File: src/hdl/c2p_pkg.sv
// c2p_pkg: shared types, widths and the arctangent table of the rectangular-to-polar block
// used by every module under hdl; depends on nothing

package c2p_pkg;

    localparam int DATA_WIDTH         = 16;
    localparam int ITERATIONS_DEFAULT = 16;
    localparam int ATAN_ENTRIES       = 24;
    localparam int GUARD_BITS         = 38 - DATA_WIDTH;
    localparam int PATH_WIDTH         = DATA_WIDTH + GUARD_BITS + 3;
    localparam int ACC_WIDTH          = 32;
    localparam int GAIN_WIDTH         = 24;
    localparam int MAG_SHIFT          = GUARD_BITS + GAIN_WIDTH;
    localparam logic [GAIN_WIDTH-1:0] INV_GAIN = 24'd10188014;
    localparam logic [ACC_WIDTH-1:0]  HALF_TURN = 32'h8000_0000;

    typedef struct packed {
        logic signed [DATA_WIDTH-1:0] x_coord;
        logic signed [DATA_WIDTH-1:0] y_coord;
    } point_t;

    typedef struct packed {
        logic        [DATA_WIDTH-1:0] magnitude;
        logic signed [DATA_WIDTH-1:0] angle;
    } polar_t;

    typedef struct packed {
        logic signed [PATH_WIDTH-1:0] x;
        logic signed [PATH_WIDTH-1:0] y;
        logic        [ACC_WIDTH-1:0]  acc;
        logic                         origin;
    } cordic_t;

    // round(atan(2^-i) * 2^31 / pi)
    function automatic logic [ACC_WIDTH-1:0] atan_step(input int unsigned idx);
        logic [ACC_WIDTH-1:0] val;
        begin
            case (idx)
                0:       val = 32'h2000_0000;
                1:       val = 32'h12E4_051E;
                2:       val = 32'h09FB_385B;
                3:       val = 32'h0511_11D4;
                4:       val = 32'h028B_0D43;
                5:       val = 32'h0145_D7E1;
                6:       val = 32'h00A2_F61E;
                7:       val = 32'h0051_7C55;
                8:       val = 32'h0028_BE53;
                9:       val = 32'h0014_5F2F;
                10:      val = 32'h000A_2F98;
                11:      val = 32'h0005_17CC;
                12:      val = 32'h0002_8BE6;
                13:      val = 32'h0001_45F3;
                14:      val = 32'h0000_A2FA;
                15:      val = 32'h0000_517D;
                16:      val = 32'h0000_28BE;
                17:      val = 32'h0000_145F;
                18:      val = 32'h0000_0A30;
                19:      val = 32'h0000_0518;
                20:      val = 32'h0000_028C;
                21:      val = 32'h0000_0146;
                22:      val = 32'h0000_00A3;
                23:      val = 32'h0000_0051;
                default: val = '0;
            endcase
            return val;
        end
    endfunction

endpackage

File: src/hdl/c2p_stage.sv
// c2p_stage: one registered CORDIC vectoring micro-rotation
// depends on c2p_pkg

module c2p_stage #(
    parameter int IDX = 0
) (
    input  logic             clk,
    input  logic             rst_n,
    input  logic             en,
    input  logic             up_valid,
    input  c2p_pkg::cordic_t up_data,
    output logic             dn_valid,
    output c2p_pkg::cordic_t dn_data
);

    localparam int PW = c2p_pkg::PATH_WIDTH;
    localparam logic [c2p_pkg::ACC_WIDTH-1:0] STEP = c2p_pkg::atan_step(IDX);

    logic signed [PW-1:0] dx;
    logic signed [PW-1:0] dy;
    logic                 valid_reg;
    c2p_pkg::cordic_t     data_reg;
    c2p_pkg::cordic_t     data_next;

    assign dx = $signed(up_data.y) >>> IDX;
    assign dy = $signed(up_data.x) >>> IDX;

    always_comb
    begin
        data_next = up_data;
        // zero y counts as nonnegative
        if (!up_data.y[PW-1])
        begin
            data_next.x   = up_data.x + dx;
            data_next.y   = up_data.y - dy;
            data_next.acc = up_data.acc + STEP;
        end
        else
        begin
            data_next.x   = up_data.x - dx;
            data_next.y   = up_data.y + dy;
            data_next.acc = up_data.acc - STEP;
        end
    end

    always_ff @(posedge clk or negedge rst_n)
    begin
        if (!rst_n)
        begin
            valid_reg <= 1'b0;
        end
        else if (en)
        begin
            valid_reg <= up_valid;
        end
    end

    always_ff @(posedge clk)
    begin
        if (en)
        begin
            data_reg <= data_next;
        end
    end

    assign dn_valid = valid_reg;
    assign dn_data  = data_reg;

endmodule

File: config.mk
export PLATFORM = sky130hd
export DESIGN_NAME = c2p_stage
export DESIGN_NICKNAME = d
export VERILOG_FILES = /design/src/hdl/c2p_pkg.sv /design/src/hdl/c2p_stage.sv
export SDC_FILE = /design/constraint.sdc
export NUM_CORES = 1
export LEC_CHECK = 0
export ABC_CLOCK_PERIOD_IN_PS = 860
export BUFFER_PORTS_ARGS = -buffer_cell sky130_fd_sc_hd__buf_2
export CELL_PAD_IN_SITES_DETAIL_PLACEMENT = 2
export CELL_PAD_IN_SITES_GLOBAL_PLACEMENT = 2
export CORE_MARGIN = 8
export CORE_UTILIZATION = 34
export CTS_CLUSTER_SIZE = 25
export DETAILED_ROUTE_END_ITERATION = 12
export PLACE_DENSITY = 0.93
export RECOVER_POWER = 100
export SYNTH_ARGS = -nofsm -noshare
export SYNTH_HDL_FRONTEND = slang
export SYNTH_SLANG_ARGS = --single-unit
File: constraint.sdc
create_clock -name clk -period 0.86 [get_ports clk]
set_clock_uncertainty 0.1 [all_clocks]
set_input_delay 0.129 -clock clk [delete_from_list [all_inputs] [get_ports clk]]
set_output_delay 0.129 -clock clk [all_outputs]
set_load 0.03 [all_outputs]
==> results of run 1 <==
==> cell usage after synthesis, drive strengths merged, types with 4 or more instances <==
master and instances:
a31oi 12, o211a 5, clkbuf 31, o21a 13, nand4 17, nor4 16
nor2b 20, o311ai 4, mux2i 26, nand2 88, nor2 74, fa 4
buf 25, a21oi 171, and4 4, ha 136, nand2b 8, o21bai 19
nor3 27, o221ai 4, inv 128, nand3 23, o31ai 24, xor2 9
a21o 21, xnor2 69, or2 4, or4 5, a211oi 18, o21ai 110
edfxtp 114, o211ai 22, or3 4, a21boi 8
==> cells by family after synthesis <==
family	after synthesis
AO/OA/AOI/OAI	460
flip-flops	115
AND/OR/NAND/NOR	304
XOR/XNOR	78
multiplexers	27
buffers and inverters	186
adder cells (fa/ha/maj)	140
==> stage by stage <==
stage | setup WS [ns] | hold WS [ns] | instances | cell area (um2) | setup TNS (ns)
after global placement | -2.214 | -0.1959 | 2426 | 17430 | -158.39
after floorplan | -1.650 | -0.2666 | 1310 | 12240 | -98.15
==> results list, run 1 <==
* Cell area after synthesis: approximately 11000 um2
* Placement Rows: 67
- After Yosys synthesis, full adders, half adders and majority gates account for between 15 and 20% of the synthesized area.
* Library cells used by synthesis: 82
- The floorplan step set the die height to ~200 um.
* Number of I/O pins: ~240
- Mean cell area of the mapped netlist: approximately 8.6 um2
- Tool error: [ERROR DPL-0033] detailed placement checks failed during check placement.
* Fraction of synthesis flops using an asynchronous set or reset pin: 0.8696%
* Cell type with the largest total area after synthesis: edfxtp_1
- In this run, synthesis inferred about 110 flip-flops with an integrated enable.
- The flow did not finish.
- Summing the areas of all xor and xnor instances in the mapped netlist gives roughly 6% of the synthesized area.
* Syn Inst Count: between 1000 and 1500
- Fraction of the mapped netlist area in compound gates: about a quarter
- After synthesis, the cell types taking the most area are edfxtp_1, ha_1, a21oi_1, xnor2_1, o21ai_0.
- Simple logic cell fraction of the synthesized area: between 10 and 15%
- After synthesis the netlist holds a flip-flop and latch count of between 100 and 150.
- Yosys top cell area share: a little under a third
- Proportion of synthesized area in mux cells: between 2 and 2.5%
- At the end of routability-driven placement, the weighted congestion stood at about 0.98.
- The die is 198.5 um wide.
- Port bufs: 234
* Stage where the run ended: detailed placement
* Top FF cell, synth: edfxtp_1
- The share of the Yosys chip area taken by registers is about 30%.
* Yosys warns: 0
- Dominant combinational cell family by area after synthesis: compound AO/OA/AOI/OAI gates
* Mapped Nets: 1569
- Detailed placement ended at an HPWL of just under 70 mm.
- For this configuration, the core starts out at a cell density of 34.10%.
==> run 2, diff against run 1 <==
Settings changed: CELL_PAD_IN_SITES_DETAIL_PLACEMENT 2 to not set, CELL_PAD_IN_SITES_GLOBAL_PLACEMENT 2 to not set, CORE_UTILIZATION 34 to 40, CTS_CLUSTER_SIZE 25 to not set, PLACE_DENSITY 0.93 to not set, PLACE_DENSITY_LB_ADDON set to 0.15.
==> run 2 against run 1 <==
  * The flow now finishes, with violations (negative setup slack)
  * Synthesized area is the same
  * Synthesized cell count is the same
==> results list, run 2 <==
- Vertical die dimension: about 180 um
* Proportion of synthesized chip area in sequential cells: 30.46%
- Global-route wire length before repair: around 77 mm
- Area overhead of the layout relative to synthesis: 93.90%
* Slew HR: 59.02%
* WS Path Type: in2reg
* Max Fanout on Critical Path: 3
* Yosys top cell area share: 30.24%
- Clock tree synthesis found a total of approximately 120 sinks.
- Path type of the worst min-delay path: in2reg
- Yosys instantiated no cell more often than a21oi_1.
* Most used cells in the layout excluding fill and tap cells: buf_4, buf_6, edfxtp_1, a21oi_1, ha_1
* Setup slack after placement: -2.296 ns
* Count of nets after finishing: approximately 2400
- Slew at the pin with the worst max-slew slack: 0.6147 ns
* Area of the die: between 30000 and 40000 um2
* # setup viols final: approximately 270
- Yosys mapped a number of flops with a built-in enable equal to between 100 and 150.
- Library cells used by synthesis: roughly 80
* Flip-flop count of the largest register after layout: between 100 and 150
* Routed vias/inst: around 5.4
- Mapped Nets: 1569
- For the worst setup path, the data arrival time is between 2 and 3 ns.
* Cell area after synthesis: 11320 um2
* Unrepaired setup endpoints after global routing: yes
* Top FF cell, synth: edfxtp_1
- After synthesis, the share of flip-flops with an asynchronous set or reset is 0.8696%.
* Total routing resource utilization after global routing: approximately 29%
* Post-DP HPWL: 39.54 mm
- H-Tree Depth: 4
- Largest net degree at the start of global routing: 45
- Power Dens Cells: around 1400 nW/um2
- Once the floorplan was initialized, standard cells occupied approximately two fifths of the core.
* Number of antenna violations at the first check in global routing: 1
* Leading post-synthesis cells by cell area: edfxtp_1, ha_1, a21oi_1, xnor2_1, o21ai_0
- Routed wire length: approximately 54 mm
- Final period util: 299.0%
- After the first detailed-routing iteration, the DRC count stood at 806.
- Placement Rows: slightly above 60
- Total Power: ~31 mW
* Number of buffers created by CTS: 17
* PnR worst setup slack: -1.711 ns
* Port bufs: 234
- Synthesis produced a netlist whose cell count is 1310.
- The synthesized design spends more area on one cell type than any other, namely edfxtp_1.
- The via count of the first global-routing pass is 14310.
- In this run the remaining antenna-violating nets after routing total 0.
* Crit path time final: around 2.6 ns
* Fraction of final layout cells sized beyond drive strength 1: a little under three fifths
- The run finished, with violations left.
- Clock tree synthesis selected as its root buffer the cell clkbuf_16.
- Core Box Area: 27860 um2
- Leak pwr: 9.733 nW
- Synthesized flop and latch total: approximately 120
* Maximum number of buffers from clock root to sink: 2
- For this run, design rule violations remaining after detail routing come to 0.
- The routed layout has roughly 14000 vias.
- Top cell types by occurrence after synthesis: a21oi_1, ha_1, inv_1
- Commonest non-fill, non-tap cell in the layout: buf_4
- The number of endpoints with negative hold slack in the final report came to 0.
- Averaged over all synthesized cells, the footprint is a little under 9 um2.
- Violations in the final reports: negative setup slack
- Global routing finished with a remaining overflow of 0.
- Required time at the endpoint of the critical path: between 0.9 and 1 ns
- Detailed-routing iteration count for the pre-antenna-repair pass: 5
* Detailed-route wire length per cell: 21.11 um
- TritonCTS built the clock tree.
- Number of I/O pins: roughly 240
- Type of destination of the critical path: flip-flop
- Fill cell total of the finished layout: ~1800
- Clock insertion delay at the later pin of the skew report: about 0.43 ns
* Fmax: 388.9 MHz
- Count of maximum capacitance violations: 0
- For this run, the number of Yosys warnings is 0.
- After clock tree synthesis, the clock-pin slew on the worst setup and hold paths is ~0.07 ns.
- Die Span X: 184.2 um
* Startpoint type of the worst setup path: input port
* Count of pins over their slew limit: 0
- Maximum VDD drop: 0.9869 mV
- Routability Congestion: 0.9562
run 2: what timing repair did:
item,4_1_cts,5_1_grt
buffers inserted,61,47
pin swaps,107,109
gates resized for setup,386,418
endpoints found under the hold margin,35,0
hold buffers,35,0
setup endpoints to repair,199,199
run 2: cell families after synthesis:
logic type / share of synthesized area [%]
AND/OR/NAND/NOR: 13.46
multiplexers: 2.399
flip-flops: 30.46
adder cells (fa/ha/maj): 15.74
buffers and inverters: 6.422
AO/OA/AOI/OAI: 25.48
XOR/XNOR: 6.035
run 2: report_power, final:
group	total (mW)	internal [mW]	switching [mW]
Clock	6.57	3.64	2.93
Combinational	17.0	8.15	8.84
Sequential	7.68	7.29	0.394
run 2: final timing paths:
path                                  start           to  slack [ns]  cells past startpoint
worst min register to register     dn_valid     dn_valid        0.44                      1
max in group asynchronous             rst_n     dn_valid        0.13                      3
worst max-delay path            up_data[74]  dn_data[67]       -1.71                     14
worst min-delay path            up_data[32]  dn_data[32]       0.001                      3
min in group asynchronous             rst_n     dn_valid        0.41                      3
worst max register to register     dn_valid     dn_valid       -0.02                      1
run 2: final cells by class:
class	instances	area, um2	area share, %
clock buffers	18	429.2	1.955
repair buffers	884	7511	34.22
multi-input cells	1009	9408	42.86
inverters	130	584.3	2.662
clock inverters	14	91.34	0.4161
diodes	1	2.502	0.01140
flip-flops and latches	115	3450	15.72
well taps	378	473.0	2.155
run 2: per-stage QoR:
| stage | cells | hold slack [ns] | setup TNS [ns] | cell area [um2] | utilization, % |
|---|---|---|---|---|---|
| CTS | 2514 | 0.005701 | -135.94 | 20490 | 73.55 |
| floorplan | 1310 | -0.2666 | -98.15 | 12240 | - |
| global route | 2549 | 0.02111 | -154.02 | 21950 | 78.79 |
| global placement | 2396 | -0.1962 | -154.83 | 17610 | 63.23 |
| finish | 2549 | 0.001197 | -145.56 | 21950 | 78.79 |
| detailed placement | 2396 | -0.1952 | -157.89 | 17610 | 63.23 |
run 2: worst max-delay path, cell delays in order:
cell,delay (ns)
buf_12,0.10
ha_4,0.14
inv_2,0.04
fa_2,0.42
o21bai_4,0.21
a21oi_4,0.11
a21o_1,0.21
a31oi_4,0.23
a31oi_4,0.17
o41ai_4,0.28
buf_6,0.19
nand3_4,0.09
a31oi_4,0.21
xnor2_1,0.10
run 2: metal layers:
| layer | track usage [%] | wire [um] | vias up |
|---|---|---|---|
| met5 | 0 | 0 | - |
| met4 | 12.84 | 2509 | 0 |
| met3 | 5.001 | 3486 | 155 |
| met2 | 50.62 | 26490 | 582 |
| met1 | 34.06 | 21320 | 6623 |
| li1 | - | - | 6456 |
Note: power is estimated with default switching activity, not from simulation.
