--- src/hdl/c2p_pkg.sv ---
// c2p_pkg: shared types, widths and the arctangent table of the rectangular-to-polar block
// used by every module under hdl; depends on nothing

package c2p_pkg;

    localparam int DATA_WIDTH         = 16;
    localparam int ITERATIONS_DEFAULT = 16;
    localparam int ATAN_ENTRIES       = 24;
    localparam int GUARD_BITS         = 38 - DATA_WIDTH;
    localparam int PATH_WIDTH         = DATA_WIDTH + GUARD_BITS + 3;
    localparam int ACC_WIDTH          = 32;
    localparam int GAIN_WIDTH         = 24;
    localparam int MAG_SHIFT          = GUARD_BITS + GAIN_WIDTH;
    localparam logic [GAIN_WIDTH-1:0] INV_GAIN = 24'd10188014;
    localparam logic [ACC_WIDTH-1:0]  HALF_TURN = 32'h8000_0000;

    typedef struct packed {
        logic signed [DATA_WIDTH-1:0] x_coord;
        logic signed [DATA_WIDTH-1:0] y_coord;
    } point_t;

    typedef struct packed {
        logic        [DATA_WIDTH-1:0] magnitude;
        logic signed [DATA_WIDTH-1:0] angle;
    } polar_t;

    typedef struct packed {
        logic signed [PATH_WIDTH-1:0] x;
        logic signed [PATH_WIDTH-1:0] y;
        logic        [ACC_WIDTH-1:0]  acc;
        logic                         origin;
    } cordic_t;

    // round(atan(2^-i) * 2^31 / pi)
    function automatic logic [ACC_WIDTH-1:0] atan_step(input int unsigned idx);
        logic [ACC_WIDTH-1:0] val;
        begin
            case (idx)
                0:       val = 32'h2000_0000;
                1:       val = 32'h12E4_051E;
                2:       val = 32'h09FB_385B;
                3:       val = 32'h0511_11D4;
                4:       val = 32'h028B_0D43;
                5:       val = 32'h0145_D7E1;
                6:       val = 32'h00A2_F61E;
                7:       val = 32'h0051_7C55;
                8:       val = 32'h0028_BE53;
                9:       val = 32'h0014_5F2F;
                10:      val = 32'h000A_2F98;
                11:      val = 32'h0005_17CC;
                12:      val = 32'h0002_8BE6;
                13:      val = 32'h0001_45F3;
                14:      val = 32'h0000_A2FA;
                15:      val = 32'h0000_517D;
                16:      val = 32'h0000_28BE;
                17:      val = 32'h0000_145F;
                18:      val = 32'h0000_0A30;
                19:      val = 32'h0000_0518;
                20:      val = 32'h0000_028C;
                21:      val = 32'h0000_0146;
                22:      val = 32'h0000_00A3;
                23:      val = 32'h0000_0051;
                default: val = '0;
            endcase
            return val;
        end
    endfunction

endpackage

--- src/hdl/c2p_scale.sv ---
// c2p_scale: gain compensation, rounding and saturation of the magnitude, angle rounding
// three register stages; depends on c2p_pkg

module c2p_scale (
    input  logic             clk,
    input  logic             rst_n,
    input  logic             en,
    input  logic             up_valid,
    input  c2p_pkg::cordic_t up_data,
    output logic             dn_valid,
    output c2p_pkg::polar_t  dn_data
);

    localparam int PW     = c2p_pkg::PATH_WIDTH;
    localparam int DW     = c2p_pkg::DATA_WIDTH;
    localparam int AW     = c2p_pkg::ACC_WIDTH;
    localparam int GW     = c2p_pkg::GAIN_WIDTH;
    localparam int UW     = PW - 1;
    localparam int LO_W   = UW / 2;
    localparam int HI_W   = UW - LO_W;
    localparam int PROD_W = UW + GW;
    localparam int SHIFT  = c2p_pkg::MAG_SHIFT;
    localparam int TOP_W  = PROD_W - SHIFT;
    localparam logic [AW-1:0]     ANG_HALF = AW'(1) << (AW - DW - 1);
    localparam logic [PROD_W-1:0] MAG_HALF = PROD_W'(1) << (SHIFT - 1);

    logic [UW-1:0]        x_clamp;
    logic [AW-1:0]        ang_round;

    logic                 a_valid_reg;
    logic [LO_W+GW-1:0]   a_lo_reg;
    logic [HI_W+GW-1:0]   a_hi_reg;
    logic [DW-1:0]        a_angle_reg;

    logic                 b_valid_reg;
    logic [PROD_W-1:0]    b_sum_reg;
    logic [PROD_W-1:0]    b_sum_next;
    logic [DW-1:0]        b_angle_reg;

    logic                 c_valid_reg;
    logic [TOP_W-1:0]     mag_full;
    c2p_pkg::polar_t      c_data_reg;
    c2p_pkg::polar_t      c_data_next;

    assign x_clamp   = up_data.x[PW-1] ? '0 : up_data.x[UW-1:0];
    assign ang_round = up_data.acc + ANG_HALF;

    assign b_sum_next = (PROD_W'(a_hi_reg) << LO_W) + PROD_W'(a_lo_reg) + MAG_HALF;

    assign mag_full = b_sum_reg[PROD_W-1:SHIFT];

    always_comb
    begin
        c_data_next.angle = b_angle_reg;
        if (mag_full > TOP_W'({DW{1'b1}}))
        begin
            c_data_next.magnitude = '1;
        end
        else
        begin
            c_data_next.magnitude = mag_full[DW-1:0];
        end
    end

    always_ff @(posedge clk or negedge rst_n)
    begin
        if (!rst_n)
        begin
            a_valid_reg <= 1'b0;
            b_valid_reg <= 1'b0;
            c_valid_reg <= 1'b0;
        end
        else if (en)
        begin
            a_valid_reg <= up_valid;
            b_valid_reg <= a_valid_reg;
            c_valid_reg <= b_valid_reg;
        end
    end

    always_ff @(posedge clk)
    begin
        if (en)
        begin
            // partial products of the gain multiply
            a_lo_reg    <= (LO_W+GW)'(x_clamp[LO_W-1:0]) * (LO_W+GW)'(c2p_pkg::INV_GAIN);
            a_hi_reg    <= (HI_W+GW)'(x_clamp[UW-1:LO_W]) * (HI_W+GW)'(c2p_pkg::INV_GAIN);
            a_angle_reg <= up_data.origin ? '0 : ang_round[AW-1:AW-DW];
            b_sum_reg   <= b_sum_next;
            b_angle_reg <= a_angle_reg;
            c_data_reg  <= c_data_next;
        end
    end

    assign dn_valid = c_valid_reg;
    assign dn_data  = c_data_reg;

endmodule

--- config.mk ---
export PLATFORM = sky130hd
export DESIGN_NAME = c2p_scale
export DESIGN_NICKNAME = d
export VERILOG_FILES = /design/src/hdl/c2p_pkg.sv /design/src/hdl/c2p_scale.sv
export SDC_FILE = /design/constraint.sdc
export NUM_CORES = 1
export LEC_CHECK = 0
export BUFFER_PORTS_ARGS = -buffer_cell sky130_fd_sc_hd__buf_2
export CAP_MARGIN = 10
export CORE_MARGIN = 5
export CORE_UTILIZATION = 25
export DETAILED_ROUTE_END_ITERATION = 10
export HOLD_SLACK_MARGIN = 0.02
export MAX_ROUTING_LAYER = met4
export SLEW_MARGIN = 20
export SYNTH_ARGS = -nofsm -noshare
export SYNTH_HDL_FRONTEND = slang
export SYNTH_SLANG_ARGS = --single-unit
--- constraint.sdc ---
create_clock -name clk -period 3.45 [get_ports clk]
set_clock_uncertainty 0.05 [all_clocks]
set_input_delay 0.5175 -clock clk [delete_from_list [all_inputs] [get_ports clk]]
set_output_delay 0.5175 -clock clk [all_outputs]
set_load 0.1 [all_outputs]
==> results of run 1 <==
## path summary, 6_finish.rpt
kind | from | endpoint | slack, ns | cells after the start
setup / recovery | up_data[114] | a_hi_reg[36] | -2.98 | 27
hold / removal | up_valid | a_valid_reg | 0.26 | 2
setup reg to reg | a_lo_reg[40] | b_sum_reg[60] | 0.45 | 10
hold reg to reg | b_angle_reg[6] | dn_data[6] | 0.37 | 0
max in group asynchronous | rst_n | dn_valid | 2.89 | 2
min in group asynchronous | rst_n | b_valid_reg | 0.35 | 2
## per-layer routing
layer / vias to the layer above / part of all wire, % / track usage [%]
li1: 8096 / - / -
met2: 179 / 50 / 21.4
met5: - / 0 / -
met4: 0 / 1.9 / 2.68
met1: 7927 / 46 / 16.3
met3: 62 / 2.1 / 1.11
## final cells by class
class	instances	area share [%]
multi-input combinational	1381	57.5
sequential	151	14.2
timing repair buffer	592	13.9
inverter	635	7.57
tap	1254	4.92
clock buffer	17	1.34
clock inverter	15	0.518
antenna	5	0.0393
## kinds of logic after synthesis
logic type	synth area share [%]
adders and majority gates	54.9
muxes	0.185
AOI/OAI and AO/OA	5.91
xor gates and xnor gates	3.41
buffers and inverters	10.4
and+or+nand+nor	6.06
DFF	19.1
## synth_stat cells (all sizes together) (3+ instances only)
| library cell | n | share of area, % |
|---|---|---|
| dfrtp | 3 | 0.32 |
| nand2 | 45 | 0.72 |
| a21boi | 3 | 0.095 |
| o21a | 6 | 0.19 |
| mux2 | 3 | 0.14 |
| a21o | 53 | 1.7 |
| clkbuf | 14 | 0.22 |
| and4 | 5 | 0.19 |
| a311oi | 3 | 0.11 |
| a21oi | 70 | 1.5 |
| nor2b | 22 | 0.58 |
| nor3 | 15 | 0.32 |
| fa | 394 | 33 |
| xor2 | 34 | 1.3 |
| o21ai | 26 | 0.58 |
| nor2 | 69 | 1.1 |
| xnor2 | 58 | 2.2 |
| edfxtp | 148 | 19 |
| ha | 406 | 22 |
| and3 | 6 | 0.16 |
| a31oi | 7 | 0.25 |
| a211oi | 4 | 0.15 |
| nor4 | 4 | 0.11 |
| nand2b | 32 | 0.85 |
| o21bai | 12 | 0.38 |
| or3 | 20 | 0.53 |
| inv | 635 | 10 |
| nand4 | 20 | 0.56 |
| o31ai | 4 | 0.13 |
| nand3 | 33 | 0.72 |
## timing repair
action | 4_1_cts | 5_1_grt
pin swaps | 62 | 129
gates resized for setup | 134 | 137
hold buffers | 1 | 0
hold endpoints to repair | 3 | 0
buffers inserted | 42 | 21
endpoints found under the setup margin | 61 | 62
## metrics by stage
stage,setup TNS [ns],cell area [µm²],worst slack [ns]
floorplan,-153.78,24300,-3.04
global placement,-192.45,29500,-3.67
detailed placement,-194.48,29500,-3.78
CTS,-151.92,31000,-3.00
global route,-163.50,31900,-3.14
finish,-153.78,31900,-2.98
==> results.py, run 1 <==
metrics = {
    "outcome": {
        "status": "finished, violations left",
        "violations": "setup timing",
    },
    "global_route": {
        "grt_pass1_vias": 18349,
        "grt_max_degree": 71,
        "grt_overflow_total": 0,
        "grt_pass1_wl_um": 96700,
        "grt_antenna_before_repair": 5,
        "grt_usage_pct": 12.5,
    },
    "routing": {
        "dr_total_vias": 16264,
        "wl_um": 59700,
        "wl_per_cell_um": 14.7,
        "initialDrtViolationCount": 637,
        "vias_per_cell": 4.02,
        "first_pass_iters": 5,
        "drc_errors": 0,
        "antenna_left": 0,
    },
    "timing": {
        "fin_crit_ns": 6.43,
        "setup_viol": 61,
        "timing.final.crit_share_pct": 186,
        "fin_hold_ws_ns": 0.265,
        "relSlewSlack_pct": 57.0,
        "max_freq_mhz": 156,
        "setup_ws_ns": -2.98,
        "hold_viol_final": 0,
        "slew_viol_final": 0,
        "tightestPinTransition_ns": 0.645,
        "rsz0062_at_grt": "true",
    },
    "yosys": {
        "ys_ff_latch": 151,
        "yosysSeqAreaShare_pct": 19.1,
        "yosysWarnings": 0,
        "synth.distinct_cells": 59,
        "synth-main-ff-cell": "edfxtp_1",
        "syn_nets": 3102,
        "netlist_area_um2": 23600,
        "synthCells": 2183,
        "synth_edf_count": 148,
        "postSynthAreaPerCell_um2": 10.8,
        "async_reset_ff_share_pct": 1.99,
    },
    "floorplan": {
        "dieHeight_um": 317,
        "ios": 152,
        "core_um2": 93500,
        "dieArea_um2": 101000,
        "rows": 112,
        "start_util_pct": 25.3,
        "die_w_um": 317,
    },
    "worst_setup_path": {
        "crit_required_ns": 3.58,
        "critical_path.endpoint_type": "register",
        "slowest_delay_ns": 0.60,
        "cp_top_family": "adder cells",
        "path_class": "input pin to register",
        "cp.arrival_ns": 6.56,
        "startpoint_type": "input pin",
        "worst_path_max_delay_cell": "fa_2",
        "critPathMaxFanout": 8,
        "crit_path_frequent_cell": "inv_2",
        "crit_buf_inv": 9,
    },
    "cells_and_area": {
        "register_area_um2": 4520,
        "final_util_pct": 34.1,
        "mostFrequentLayoutCells": "568 x inv_1, 462 x buf_4, 369 x fa_1",
        "multi_input_area_um2": 18300,
        "final_cells": 4050,
        "largest_register_ffs": 43,
        "final_common_cell": "inv_1",
        "nets": 3697,
        "syn_to_final_growth_pct": 35.0,
        "layout-drive-gt1-share_pct": 33.4,
        "fillerInstances": 9282,
    },
    "worst_hold_path": {
        "worstHoldPathType": "input pin to register",
    },
    "placement": {
        "io_buffers": 95,
        "placed_cells": 3953,
        "globalplace.congestion": 0.933,
        "dp_hpwl_um": 51900,
    },
    "cts": {
        "cts_sinks": 151,
        "clk_latency_ns": 0.43,
        "clkTransAtPathRegs_ns": 0.07,
        "cts_max_path_buffers": 2,
        "cts_tree": "built",
        "h-tree-depth": 4,
        "cts_made_buffers": 17,
        "cts_root_buffer": "clkbuf_16",
    },
    "run": {
        "drv_cap": 0,
    },
}
Power of run 1 is left out: the tool's default activity adds up to more than one toggle a clock period on the data nets, which glitch-free logic cannot reach.
==> inputs of run 2 (changes only) <==
- MAX_ROUTING_LAYER: met4 -> not set
==> run 2 against run 1 <==
  * The run still ends with setup timing left
  * Global-route usage decreased by 0.29 points
  * Critical path type unchanged
  * Maximum frequency is 0.41% lower
  * Via count increased by 0.18%
  * First-iteration DRC count is 5.0% lower
  * Die area did not move
  * Final cell count is 0.54% lower
==> results.py, run 2 (synthesis results as in run 1) <==
metrics = {
    "timing": {
        "relSlewSlack_pct": 54.4,
        "tightestPinTransition_ns": 0.683,
        "setup_viol": 61,
        "fin_crit_ns": 6.46,
        "finalSetupTns_ns": -152.22,
        "timing.final.crit_share_pct": 187,
        "slew_viol_final": 0,
        "rsz0062_at_grt": "true",
        "fin_hold_ws_ns": 0.269,
        "hold_viol_final": 0,
        "setup_ws_ns": -3.01,
        "max_freq_mhz": 155,
    },
    "global_route": {
        "grt_overflow_total": 0,
        "grt_usage_pct": 12.2,
        "grt_max_degree": 75,
        "grt_antenna_before_repair": 6,
        "grt_pass1_vias": 18441,
        "grt_pass1_wl_um": 97700,
    },
    "outcome": {
        "status": "finished, violations left",
        "violations": "setup timing",
    },
    "cts": {
        "h-tree-depth": 4,
        "clk_latency_ns": 0.43,
        "clkTransAtPathRegs_ns": 0.06,
        "cts_tree": "built",
        "cts_made_buffers": 17,
        "cts_max_path_buffers": 2,
        "cts_sinks": 151,
        "cts_root_buffer": "clkbuf_16",
    },
    "routing": {
        "drc_errors": 0,
        "first_pass_iters": 5,
        "antenna_left": 0,
        "wl_um": 59600,
        "wl_per_cell_um": 14.8,
        "vias_per_cell": 4.05,
        "dr_total_vias": 16294,
        "initialDrtViolationCount": 605,
    },
    "cells_and_area": {
        "final_common_cell": "inv_1",
        "largest_register_ffs": 43,
        "final_util_pct": 34.0,
        "syn_to_final_growth_pct": 34.6,
        "postLayoutCellArea_um2": 31800,
        "layout-drive-gt1-share_pct": 32.3,
        "mostFrequentLayoutCells": "568 x inv_1, 436 x buf_4, 371 x fa_1",
        "nets": 3677,
    },
    "worst_setup_path": {
        "crit_required_ns": 3.58,
        "r2r_start": "a_lo_reg[40]",
        "reg2reg_slack_ns": 0.43,
        "reg2reg_to": "b_sum_reg[62]",
        "rr_worst_depth": 10,
        "startpoint_type": "input pin",
        "critPathCapture": "a_hi_reg[36]",
        "critPathMaxFanout": 8,
        "path_class": "input pin to register",
        "critical_path.endpoint_type": "register",
        "cp.arrival_ns": 6.58,
        "setup.worst_path.start": "up_data[114]",
    },
    "floorplan": {
        "dieArea_um2": 101000,
        "start_util_pct": 25.3,
        "core_um2": 93500,
        "ios": 152,
        "dieHeight_um": 317,
        "die_w_um": 317,
        "rows": 112,
    },
    "placement": {
        "dp_hpwl_um": 51500,
        "globalplace.congestion": 0.929,
        "placed_cell_area_um2": 29500,
        "io_buffers": 95,
    },
    "run": {
        "drv_cap": 0,
    },
    "worst_hold_path": {
        "worstHoldPathType": "input pin to register",
    },
}
-- run 2: how the worst min path moves through the flow --
| stage | from | to | slack, ns | depth (start not counted) |
|---|---|---|---|---|
| global placement | rst_n | dn_valid | 0.26 | 1 |
| detailed placement | rst_n | dn_valid | 0.27 | 1 |
| floorplan | rst_n | a_valid_reg | 0.17 | 0 |
| finish | up_valid | a_valid_reg | 0.27 | 2 |
| global route | up_valid | a_valid_reg | 0.24 | 2 |
| CTS | up_valid | a_valid_reg | 0.24 | 2 |
-- run 2: through the flow --
| step | std cells | setup slack [ns] |
|---|---|---|
| after floorplan | 2183 | -3.04 |
| after global placement | 3952 | -3.68 |
| after detailed placement | 3952 | -3.70 |
| after CTS | 4012 | -2.95 |
| after global routing | 4025 | -3.21 |
| final | 4028 | -3.01 |
-- run 2: cell type report --
type                    instances  area [µm²]
fillers                      9284       61700
multi-input cells            1381       18300
flip-flops and latches        151        4520
repair buffers                572        4350
inverters                     635        2420
well taps                    1254        1570
clock buffers                  17         425
clock inverters                15         188
diodes                          3        7.51
-- run 2: repair_timing --
item,4_1_cts,5_1_grt
resized for setup,174,103
setup buffers,24,24
gates cloned,3,0
hold endpoints to repair,3,0
hold buffers,1,0
pin swaps,92,112
setup endpoints to repair,61,61
-- run 2: critical path: stages --
cell	delay, ns
buf_16	0.17
buf_16	0.17
nor2b_1	0.05
buf_4	0.14
ha_4	0.26
inv_2	0.05
ha_4	0.25
inv_1	0.05
fa_1	0.55
inv_2	0.05
fa_1	0.58
fa_1	0.44
fa_1	0.47
fa_1	0.56
inv_2	0.04
fa_1	0.51
inv_2	0.05
ha_4	0.27
nand2_1	0.06
or4_4	0.56
nand4_4	0.13
nand3_4	0.09
a31oi_4	0.24
a311oi_2	0.14
xnor2_1	0.14
-- run 2: layer usage --
| layer | global-route usage, % | up-vias | wire length [µm] |
|---|---|---|---|
| met2 | 21.4 | 189 | 29600 |
| met5 | 0 | - | 27 |
| met4 | 2.97 | 4 | 1390 |
| li1 | - | 8064 | - |
| met3 | 1.52 | 82 | 1590 |
| met1 | 16.1 | 7955 | 27000 |
Power of run 2 is left out for the same reason.
